File: src/rtl/roicm_pkg.sv
// Shared constants and types for the window channel mean block.
package roicm_pkg;

    // Largest image dimension handled; row count wraps after MAX_DIM - 1
    localparam int MAX_DIM  = 4096;
    localparam int CNT_W    = $clog2(MAX_DIM);
    // Wide enough for MAX_DIM up to 16384 and for win_left + window width
    localparam int CMP_W    = 15;

    localparam int IW_W     = 13;
    localparam int OFF_W    = 12;
    localparam int DIM_W    = 13;
    localparam int CFG_W    = 13;
    localparam int CFG_IDX_W = 3;

    localparam int CH_W     = 8;
    localparam int NUM_CH   = 3;
    localparam int CHI_W    = 2;
    localparam int SUM_W    = 32;

    localparam int SCALE    = 1000;
    localparam int SCALE_W  = 10;
    localparam int PROD_W   = SUM_W + SCALE_W;
    localparam int AREA_W   = 2 * DIM_W;
    localparam int MEAN_W   = 18;
    localparam int MEAN_MAX = 255000;

    // Window size used in place of a zero width or height
    localparam int DIM_ZERO_SUB = 2;

    localparam logic [CFG_IDX_W-1:0] CFG_IMAGE_WIDTH = 3'd0;
    localparam logic [CFG_IDX_W-1:0] CFG_WIN_LEFT    = 3'd1;
    localparam logic [CFG_IDX_W-1:0] CFG_WIN_TOP     = 3'd2;
    localparam logic [CFG_IDX_W-1:0] CFG_WIN_WIDTH   = 3'd3;
    localparam logic [CFG_IDX_W-1:0] CFG_WIN_HEIGHT  = 3'd4;

    localparam logic [IW_W-1:0]  RST_IMAGE_WIDTH = 13'd640;
    localparam logic [DIM_W-1:0] RST_WIN_DIM     = 13'd2;

    typedef struct packed {
        logic              start;
        logic [PROD_W-1:0] dividend;
        logic [AREA_W-1:0] divisor;
    } t_div_req;

    typedef struct packed {
        logic              done;
        logic [PROD_W-1:0] quotient;
    } t_div_rsp;

endpackage

File: src/rtl/roicm_div.sv
// Restoring divider, one quotient bit per cycle.
module roicm_div (
    input  logic                i_clk,
    input  logic                i_rst_n,
    input  roicm_pkg::t_div_req i_req,
    output roicm_pkg::t_div_rsp o_rsp
);

    localparam int CNT_W = $clog2(roicm_pkg::PROD_W);

    logic                            r_busy;
    logic                            r_done;
    logic [CNT_W-1:0]                r_cnt;
    logic [roicm_pkg::AREA_W-1:0]    r_rem;
    logic [roicm_pkg::PROD_W-1:0]    r_quo;
    logic [roicm_pkg::AREA_W-1:0]    r_dvs;

    logic [roicm_pkg::AREA_W:0]      w_trial;
    logic                            w_ge;

    assign w_trial = {r_rem, r_quo[roicm_pkg::PROD_W-1]};
    assign w_ge    = (w_trial >= {1'b0, r_dvs});

    always_ff @(posedge i_clk) begin
        if (!i_rst_n) begin
            r_busy <= 1'b0;
            r_done <= 1'b0;
            r_cnt  <= '0;
        end else begin
            // flag the step that produces the last quotient bit
            r_done <= r_busy && !i_req.start && (r_cnt == '0);
            if (i_req.start) begin
                r_busy <= 1'b1;
                r_cnt  <= CNT_W'(roicm_pkg::PROD_W - 1);
            end else if (r_busy) begin
                r_cnt <= r_cnt - 1'b1;
                if (r_cnt == '0) begin
                    r_busy <= 1'b0;
                end
            end
        end
    end

    always_ff @(posedge i_clk) begin
        if (i_req.start) begin
            r_rem <= '0;
            r_quo <= i_req.dividend;
            r_dvs <= i_req.divisor;
        end else if (r_busy) begin
            // shift in next dividend bit, subtract when it fits
            r_rem <= w_ge ? roicm_pkg::AREA_W'(w_trial - {1'b0, r_dvs})
                          : w_trial[roicm_pkg::AREA_W-1:0];
            r_quo <= {r_quo[roicm_pkg::PROD_W-2:0], w_ge};
        end
    end

    assign o_rsp.done     = r_done;
    assign o_rsp.quotient = r_quo;

endmodule

File: src/rtl/roi_channel_mean_top.sv
// Top level: per-channel mean over a rectangular window of an RGB frame.
//
//  channel        direction  payload (low bit first)
//  s_axis_*       in         tdata: red[7:0] green[15:8] blue[23:16]; tlast: frame_end
//  m_axis_*       out        tdata: mean_red[17:0] mean_green[35:18] mean_blue[53:36]
//  i_cfg_*        in         idx 0..4: image_width win_left win_top win_width win_height
//
// Pixels are taken one per cycle while the block accumulates.
// The frame-end pixel starts the mean pass: one area multiply, then per channel
// a scale multiply, a divider start and PROD_W (42) divider steps on the single
// shared bit-serial divider. Input is held off meanwhile.
// The result waits in an output register; a new frame may start while it is unread.
// Reset (synchronous, active low) clears counters, sums and handshakes; registers
// return to 640, 0, 0, 2, 2.
module roi_channel_mean_top (
    input  logic                             i_clk,
    input  logic                             i_rst_n,
    // pixel in
    input  logic                             s_axis_tvalid,
    output logic                             s_axis_tready,
    input  logic [23:0]                      s_axis_tdata,   // red, green, blue
    input  logic                             s_axis_tlast,   // frame_end
    // means out
    output logic                             m_axis_tvalid,
    input  logic                             m_axis_tready,
    output logic [55:0]                      m_axis_tdata,   // mean_red, mean_green, mean_blue
    // configuration writes
    input  logic                             i_cfg_we,
    input  logic [roicm_pkg::CFG_IDX_W-1:0]  i_cfg_idx,
    input  logic [roicm_pkg::CFG_W-1:0]      i_cfg_data
);

    typedef enum logic [2:0] {
        S_ACC,
        S_AREA,
        S_MUL,
        S_START,
        S_WAIT,
        S_LOAD
    } t_state;

    t_state r_state;

    // configuration
    logic [roicm_pkg::IW_W-1:0]  r_image_width;
    logic [roicm_pkg::OFF_W-1:0] r_win_left;
    logic [roicm_pkg::OFF_W-1:0] r_win_top;
    logic [roicm_pkg::DIM_W-1:0] r_win_width;
    logic [roicm_pkg::DIM_W-1:0] r_win_height;

    // frame state
    logic [roicm_pkg::CNT_W-1:0] r_col;
    logic [roicm_pkg::CNT_W-1:0] r_row;
    logic [roicm_pkg::SUM_W-1:0] r_sum [roicm_pkg::NUM_CH];

    // mean pass
    logic [roicm_pkg::CHI_W-1:0]  r_ch;
    logic [roicm_pkg::PROD_W-1:0] r_prod;
    logic [roicm_pkg::AREA_W-1:0] r_area;
    logic [roicm_pkg::MEAN_W-1:0] r_res [roicm_pkg::NUM_CH];

    // output register
    logic                         r_m_valid;
    logic [roicm_pkg::MEAN_W-1:0] r_m_mean [roicm_pkg::NUM_CH];

    logic                         w_in_acc;
    logic                         w_last_acc;
    logic [roicm_pkg::CMP_W-1:0]  w_iw;
    logic [roicm_pkg::DIM_W-1:0]  w_ww;
    logic [roicm_pkg::DIM_W-1:0]  w_wh;
    logic [roicm_pkg::CMP_W-1:0]  w_col;
    logic [roicm_pkg::CMP_W-1:0]  w_row;
    logic                         w_in_win;
    logic                         w_row_end;
    logic [roicm_pkg::CNT_W-1:0]  w_row_next;
    logic [roicm_pkg::CH_W-1:0]   w_pix [roicm_pkg::NUM_CH];
    logic [roicm_pkg::SUM_W-1:0]  w_sum_next [roicm_pkg::NUM_CH];
    logic [roicm_pkg::SUM_W-1:0]  w_sum_sel;
    logic [roicm_pkg::MEAN_W-1:0] w_mean;
    logic                         w_out_free;

    roicm_pkg::t_div_req w_div_req;
    roicm_pkg::t_div_rsp w_div_rsp;

    // hold input off during reset as well, so no item is taken and dropped
    assign s_axis_tready = (r_state == S_ACC) && i_rst_n;
    assign w_in_acc      = s_axis_tvalid && s_axis_tready;
    assign w_last_acc    = w_in_acc && s_axis_tlast;
    assign w_out_free    = !r_m_valid || m_axis_tready;

    // effective image width and window size
    assign w_iw = (r_image_width == '0 ||
                   roicm_pkg::CMP_W'(r_image_width) > roicm_pkg::CMP_W'(roicm_pkg::MAX_DIM))
                  ? roicm_pkg::CMP_W'(roicm_pkg::MAX_DIM)
                  : roicm_pkg::CMP_W'(r_image_width);
    assign w_ww = (r_win_width == '0)  ? roicm_pkg::DIM_W'(roicm_pkg::DIM_ZERO_SUB)
                                       : r_win_width;
    assign w_wh = (r_win_height == '0) ? roicm_pkg::DIM_W'(roicm_pkg::DIM_ZERO_SUB)
                                       : r_win_height;

    assign w_col = roicm_pkg::CMP_W'(r_col);
    assign w_row = roicm_pkg::CMP_W'(r_row);

    assign w_in_win = (w_col >= roicm_pkg::CMP_W'(r_win_left)) &&
                      (w_col <  roicm_pkg::CMP_W'(r_win_left) + roicm_pkg::CMP_W'(w_ww)) &&
                      (w_row >= roicm_pkg::CMP_W'(r_win_top)) &&
                      (w_row <  roicm_pkg::CMP_W'(r_win_top) + roicm_pkg::CMP_W'(w_wh));

    assign w_row_end  = (w_col + 1'b1 >= w_iw);
    assign w_row_next = (w_row + 1'b1 >= roicm_pkg::CMP_W'(roicm_pkg::MAX_DIM))
                        ? '0 : r_row + 1'b1;

    assign w_pix[0] = s_axis_tdata[7:0];
    assign w_pix[1] = s_axis_tdata[15:8];
    assign w_pix[2] = s_axis_tdata[23:16];

    // saturating channel sums
    always_comb begin
        logic [roicm_pkg::SUM_W:0] v_add;
        for (int i = 0; i < roicm_pkg::NUM_CH; i++) begin
            v_add = {1'b0, r_sum[i]} + (roicm_pkg::SUM_W + 1)'(w_pix[i]);
            w_sum_next[i] = v_add[roicm_pkg::SUM_W] ? '1 : v_add[roicm_pkg::SUM_W-1:0];
        end
    end

    always_comb begin
        case (r_ch)
            2'd0:    w_sum_sel = r_sum[0];
            2'd1:    w_sum_sel = r_sum[1];
            default: w_sum_sel = r_sum[2];
        endcase
    end

    // clamp the quotient to the top of the mean range
    assign w_mean = (w_div_rsp.quotient > roicm_pkg::PROD_W'(roicm_pkg::MEAN_MAX))
                    ? roicm_pkg::MEAN_W'(roicm_pkg::MEAN_MAX)
                    : w_div_rsp.quotient[roicm_pkg::MEAN_W-1:0];

    assign w_div_req.start    = (r_state == S_START);
    assign w_div_req.dividend = r_prod;
    assign w_div_req.divisor  = r_area;

    roicm_div u_div (
        .i_clk   (i_clk),
        .i_rst_n (i_rst_n),
        .i_req   (w_div_req),
        .o_rsp   (w_div_rsp)
    );

    // configuration registers
    always_ff @(posedge i_clk) begin
        if (!i_rst_n) begin
            r_image_width <= roicm_pkg::RST_IMAGE_WIDTH;
            r_win_left    <= '0;
            r_win_top     <= '0;
            r_win_width   <= roicm_pkg::RST_WIN_DIM;
            r_win_height  <= roicm_pkg::RST_WIN_DIM;
        end else if (i_cfg_we) begin
            unique case (i_cfg_idx)
                roicm_pkg::CFG_IMAGE_WIDTH: r_image_width <= i_cfg_data;
                roicm_pkg::CFG_WIN_LEFT:    r_win_left    <= i_cfg_data[roicm_pkg::OFF_W-1:0];
                roicm_pkg::CFG_WIN_TOP:     r_win_top     <= i_cfg_data[roicm_pkg::OFF_W-1:0];
                roicm_pkg::CFG_WIN_WIDTH:   r_win_width   <= i_cfg_data;
                roicm_pkg::CFG_WIN_HEIGHT:  r_win_height  <= i_cfg_data;
                default: ;
            endcase
        end
    end

    // sequencer, frame state and output handshake
    always_ff @(posedge i_clk) begin
        if (!i_rst_n) begin
            r_state   <= S_ACC;
            r_col     <= '0;
            r_row     <= '0;
            r_ch      <= '0;
            r_m_valid <= 1'b0;
            for (int i = 0; i < roicm_pkg::NUM_CH; i++) begin
                r_sum[i] <= '0;
            end
        end else begin
            // drop the taken result unless the load below refills the register
            if (r_m_valid && m_axis_tready && r_state != S_LOAD) begin
                r_m_valid <= 1'b0;
            end
            unique case (r_state)
                S_ACC: begin
                    if (w_in_acc) begin
                        if (w_in_win) begin
                            for (int i = 0; i < roicm_pkg::NUM_CH; i++) begin
                                r_sum[i] <= w_sum_next[i];
                            end
                        end
                        // the frame-end pixel leaves the position at zero
                        if (s_axis_tlast) begin
                            r_col   <= '0;
                            r_row   <= '0;
                            r_ch    <= '0;
                            r_state <= S_AREA;
                        end else if (w_row_end) begin
                            r_col <= '0;
                            r_row <= w_row_next;
                        end else begin
                            r_col <= r_col + 1'b1;
                        end
                    end
                end
                S_AREA:  r_state <= S_MUL;
                S_MUL:   r_state <= S_START;
                S_START: r_state <= S_WAIT;
                S_WAIT: begin
                    if (w_div_rsp.done) begin
                        if (r_ch == roicm_pkg::CHI_W'(roicm_pkg::NUM_CH - 1)) begin
                            r_state <= S_LOAD;
                        end else begin
                            r_ch    <= r_ch + 1'b1;
                            r_state <= S_MUL;
                        end
                    end
                end
                S_LOAD: begin
                    // hold until the output register is free, then clear the sums
                    if (w_out_free) begin
                        r_m_valid <= 1'b1;
                        for (int i = 0; i < roicm_pkg::NUM_CH; i++) begin
                            r_sum[i] <= '0;
                        end
                        r_state <= S_ACC;
                    end
                end
                default: r_state <= S_ACC;
            endcase
        end
    end

    // datapath registers
    always_ff @(posedge i_clk) begin
        if (r_state == S_AREA) begin
            r_area <= roicm_pkg::AREA_W'(w_ww) * roicm_pkg::AREA_W'(w_wh);
        end
        if (r_state == S_MUL) begin
            r_prod <= roicm_pkg::PROD_W'(w_sum_sel) *
                      roicm_pkg::PROD_W'(roicm_pkg::SCALE);
        end
        if (r_state == S_WAIT && w_div_rsp.done) begin
            r_res[r_ch] <= w_mean;
        end
        if (r_state == S_LOAD && w_out_free) begin
            for (int i = 0; i < roicm_pkg::NUM_CH; i++) begin
                r_m_mean[i] <= r_res[i];
            end
        end
    end

    assign m_axis_tvalid = r_m_valid;
    assign m_axis_tdata  = {2'b00, r_m_mean[2], r_m_mean[1], r_m_mean[0]};

    // the frame-end pixel starts the mean pass with the position cleared
    a_last_starts_pass : assert property (@(posedge i_clk) disable iff (!i_rst_n)
        w_last_acc |=> (r_state == S_AREA) && (r_col == '0) && (r_row == '0))
        else $error("frame end did not start the mean pass");

    // divider finishes only while the sequencer waits on it
    a_div_done_in_wait : assert property (@(posedge i_clk) disable iff (!i_rst_n)
        w_div_rsp.done |-> (r_state == S_WAIT))
        else $error("divider result outside wait state");

    // a fresh result is always within the mean range
    a_mean_range : assert property (@(posedge i_clk) disable iff (!i_rst_n)
        $rose(m_axis_tvalid) |->
            (r_m_mean[0] <= roicm_pkg::MEAN_W'(roicm_pkg::MEAN_MAX)) &&
            (r_m_mean[1] <= roicm_pkg::MEAN_W'(roicm_pkg::MEAN_MAX)) &&
            (r_m_mean[2] <= roicm_pkg::MEAN_W'(roicm_pkg::MEAN_MAX)))
        else $error("mean above range");

    // sums are cleared once a result is loaded
    a_sums_cleared : assert property (@(posedge i_clk) disable iff (!i_rst_n)
        (r_state == S_LOAD && w_out_free) |=>
            (r_sum[0] == '0) && (r_sum[1] == '0) && (r_sum[2] == '0))
        else $error("sums not cleared after result");

endmodule

File: config.mk
export PLATFORM = sky130hd
export DESIGN_NAME = roi_channel_mean_top
export DESIGN_NICKNAME = d
export VERILOG_FILES = /design/src/rtl/roicm_pkg.sv /design/src/rtl/roicm_div.sv /design/src/rtl/roi_channel_mean_top.sv
export SDC_FILE = /design/constraint.sdc
export NUM_CORES = 2
export LEC_CHECK = 0
export ABC_AREA = 0
export BUFFER_PORTS_ARGS = -buffer_cell sky130_fd_sc_hd__buf_2
export CAP_MARGIN = 10
export CORE_MARGIN = 1.5
export CORE_UTILIZATION = 55
export DETAILED_ROUTE_END_ITERATION = 16
export PLACE_DENSITY_LB_ADDON = 0.1
export RECOVER_POWER = 100
export SLEW_MARGIN = 15
export SYNTH_ARGS = -nofsm -noshare
export SYNTH_HDL_FRONTEND = slang
export SYNTH_SLANG_ARGS = --single-unit
File: constraint.sdc
create_clock -name i_clk -period 8.9 [get_ports i_clk]
set_clock_uncertainty 0.15 [all_clocks]
set_input_delay 1.78 -clock i_clk [delete_from_list [all_inputs] [get_ports i_clk]]
set_output_delay 1.78 -clock i_clk [all_outputs]
set_load 0.005 [all_outputs]
==> metrics.md <==
| Metric | Value |
|---|---|
| Port Buffers | 101 |
| Max_cap viols | 12 |
| Pre-antenna DRT Iters | 5 |
| Synth unique cells | 86 |
| CP arrival | 7.92 ns |
| Most frequent cells in the layout | nand2_1, inv_1, edfxtp_1, ha_1, a21oi_1 |
| Cells after synthesis | 3433 |
| Status | finished, violations left |
| Global-route wire length before repair | 125 mm |
| Post-CTS Setup Inserts | 0 |
| Post-synth top flop | edfxtp_1 |
| Psw | 0.00407 W |
| Hold path cells | 0 |
| PwrDens | 276 mW/mm^2 |
| Clk buf depth | 3 |
| Antenna violations before repair | 0 |
| Syn_area_per_cell | 9.98 sq um |
| Final Setup Violations | 0 |
| Io pins | 104 |
| Sw frac | 40.0% |
| Period minus WS final | 7.70 ns |
| #FFs+latches synth | 464 |
| Area Overhead vs Synth | 7.65% |
| Vias | 24193 |
| CTS tree | built |
| NumNets Final | 4052 |
| Die ar. | 0.0638 sq mm |
| Yosys warning count | 0 |
| Flop pwr share | 28.0% |
| Reg2Reg Depth | 23 |
| GRT Total Usage | 24.2% |
| Crit path from | r_ch[0] |
| Reg2Reg Setup Slack | 1.20 ns |
| # DRC | 0 |
| Initial Utilization | 55.6% |
| Kind of critical path | register to register |
| Commonest non-fill, non-tap cell in the layout | nand2_1 |
| Die W | 253 um |
| Fmax | 130 MHz |
| Ant diodes | 0 |
| Worst r2r src | r_ch[0] |
| Clk_lat worst skew | 0.62 ns |
| Failing checks | capacitance limit, slew limit |
| CTS Sinks | 464 |
| Clk network pwr share | 20.0% |
| Worst Max-Slew Pin Slew | 3.60 ns |
| RSZ-0062 raised after global routing | false |
| Hold Vio Cnt, Final | 0 |
| Core Util, Final | 59.9% |
| Hold WC Path Type | register to register |
| P_leak | 15.8 nW |
| Post-synthesis async set-or-reset flop share | 0% |
| Total wire length | 75.8 mm |
| WP data required | 9.11 ns |
| Detailed-route vias per instance | 5.57 |
| Layout cells sized above 1 | 4.94% |
| 1st-iter DRT viols | 1397 |
| Maximum fanout along the worst path | 34 |
| Hold-fix buffers, CTS | 0 |
| Overflow left after global routing | 0 |
| Post-synthesis cell area | 0.0343 sq mm |
| Core ar. | 0.0616 sq mm |
| FP Rows | 91 |
| CTS root buffer | clkbuf_16 |
| Max-slew violations | 627 |
| Worst rel slew slack | -140% |
| Comb pwr share | 52.0% |
| Vias in the first global route | 24474 |
| Avg WL per Cell | 17.5 um |
| Worst Hold Slack | 0.263 ns |
| DP Wirelength | 56.6 mm |
| Sequential share of the synthesized area | 36.9% |
| Total CTS buffers | 50 |
| Crit share post-route | 86.5% |
| Largest net degree at the start of global routing | 97 |
| Int Pwr | 0.00610 W |
| Routed Antenna Nets | 0 |
| Crit path capture | r_prod[38] |
| Routability Congestion | 0.883 |
| Post-synth EDFFs | 337 |
| Clock transition at the registers of the reported paths | 0.06 ns |
| Die H | 253 um |
| Worst setup EP type | register |
| Fin Setup TNS | 0 ns |
| # resized after CTS | 0 |
| Total Power | 0.0102 W |
| Critical Path Source Type | register |
| Htree depth | 2 |
| VDD IR-drop max | 0.291 mV |
| Worst R2R End | r_prod[38] |
[power by group through the flow]
stage	sequential [W]	combinational [W]	clock (W)
after floorplan	0.00283	0.00408	0
after global placement	0.00288	0.00509	0
after detailed placement	0.00288	0.00525	0
after CTS	0.00283	0.00529	0.00209
after global routing	0.00286	0.00592	0.00216
final	0.00284	0.00529	0.00204
[sequential cells by signal, indices dropped and copies added, names as in the netlist]
register and flops:
u_div.r_done 1, r_state 3, r_win_height 13, u_div.r_rem 26
r_win_left 12, u_div.r_busy 1, u_div.r_cnt 6, r_win_top 12
u_div.r_quo 42, u_div.r_dvs 26, r_m_mean 54, r_res 54
r_prod 39, m_axis_tvalid 1, r_win_width 13, r_ch 2
r_sum 96, r_row 12, r_area 26, r_col 12
r_image_width 13
[worst min-delay path by stage]
stage / startpoint / to / slack (ns)
after floorplan: r_res[0][0] / r_m_mean[0][0] / 0.25
after global placement: r_res[1][3] / r_m_mean[0][21] / 0.25
after detailed placement: r_res[0][2] / r_m_mean[0][2] / 0.25
after CTS: r_area[15] / u_div.r_dvs[15] / 0.26
after global routing: r_area[3] / u_div.r_dvs[3] / 0.28
final: r_area[15] / u_div.r_dvs[15] / 0.26
[stage by stage]
stage | worst slack [ns] | area, sq um | instances
2_1_floorplan | 1.35 | 34300 | 3434
6_report | 1.20 | 36900 | 4340
3_3_place_gp | 1.81 | 35400 | 4249
3_5_place_dp | 1.65 | 35400 | 4249
5_1_grt | 0.822 | 36900 | 4340
4_1_cts | 1.64 | 37000 | 4340
[cell usage after synthesis, drive strengths merged, types with 78 or more instances]
library cell / instances / area, sq um
fa: 246 / 4920
dfxtp: 127 / 2540
xnor2: 122 / 1070
a21oi: 291 / 1460
edfxtp: 337 / 10100
clkbuf: 115 / 433
a21o: 78 / 586
nand2: 451 / 1690
nor2: 118 / 443
inv: 416 / 1560
and2: 106 / 663
o21ai: 84 / 420
ha: 296 / 3700
[critical path, cell delays in order, from the launching register on]
cell and delay, ns:
dfxtp_1 0.35, inv_1 0.09, ha_1 0.20, buf_4 0.25, nor2_1 0.89, clkbuf_1 0.52
nand2_1 0.10, nand2_1 0.29, fa_1 0.52, fa_1 0.43, fa_1 0.51, inv_1 0.05
fa_1 0.52, inv_1 0.04, ha_1 0.34, a21oi_1 0.18, o21ai_1 0.11, a221oi_2 0.31
a41oi_1 0.30, nand3_1 0.18, o211ai_1 0.19, a311o_1 0.46, a31o_2 0.28, xor2_1 0.14
[cell families (layout without fill, tap and decap cells)]
| kind of cell | count (synthesis) | count (layout) | synth area share (%) |
|---|---|---|---|
| buffers and inverters | 556 | 625 | 6.28 |
| adders and majority gates | 542 | 542 | 25.2 |
| AOI/OAI and AO/OA | 660 | 660 | 12.3 |
| and+or+nand+nor | 1002 | 1002 | 13.9 |
| other | 1 | 2 | 0.0109 |
| DFF | 464 | 464 | 36.9 |
| muxes | 14 | 14 | 0.413 |
| xor gates and xnor gates | 194 | 194 | 4.96 |
[area by class of cell]
cell class | count | area (sq um)
multi-input cells | 2414 | 19400
clock inverters | 27 | 288
repair buffers | 118 | 549
flip-flops and latches | 464 | 12700
clock buffers | 64 | 1330
fillers | 5267 | 24700
well taps | 837 | 1050
inverters | 416 | 1560
[routing by layer]
layer  vias to the layer above  GRT usage (%)  part of all wire, %
met2                       626           39.9                   46
met5                         -              0                    0
li1                      11773              -                    -
met3                       115           2.58                  4.9
met1                     11679           34.0                   46
met4                         0           6.33                  2.2
No activity file was read; power rests on OpenSTA's default activity.
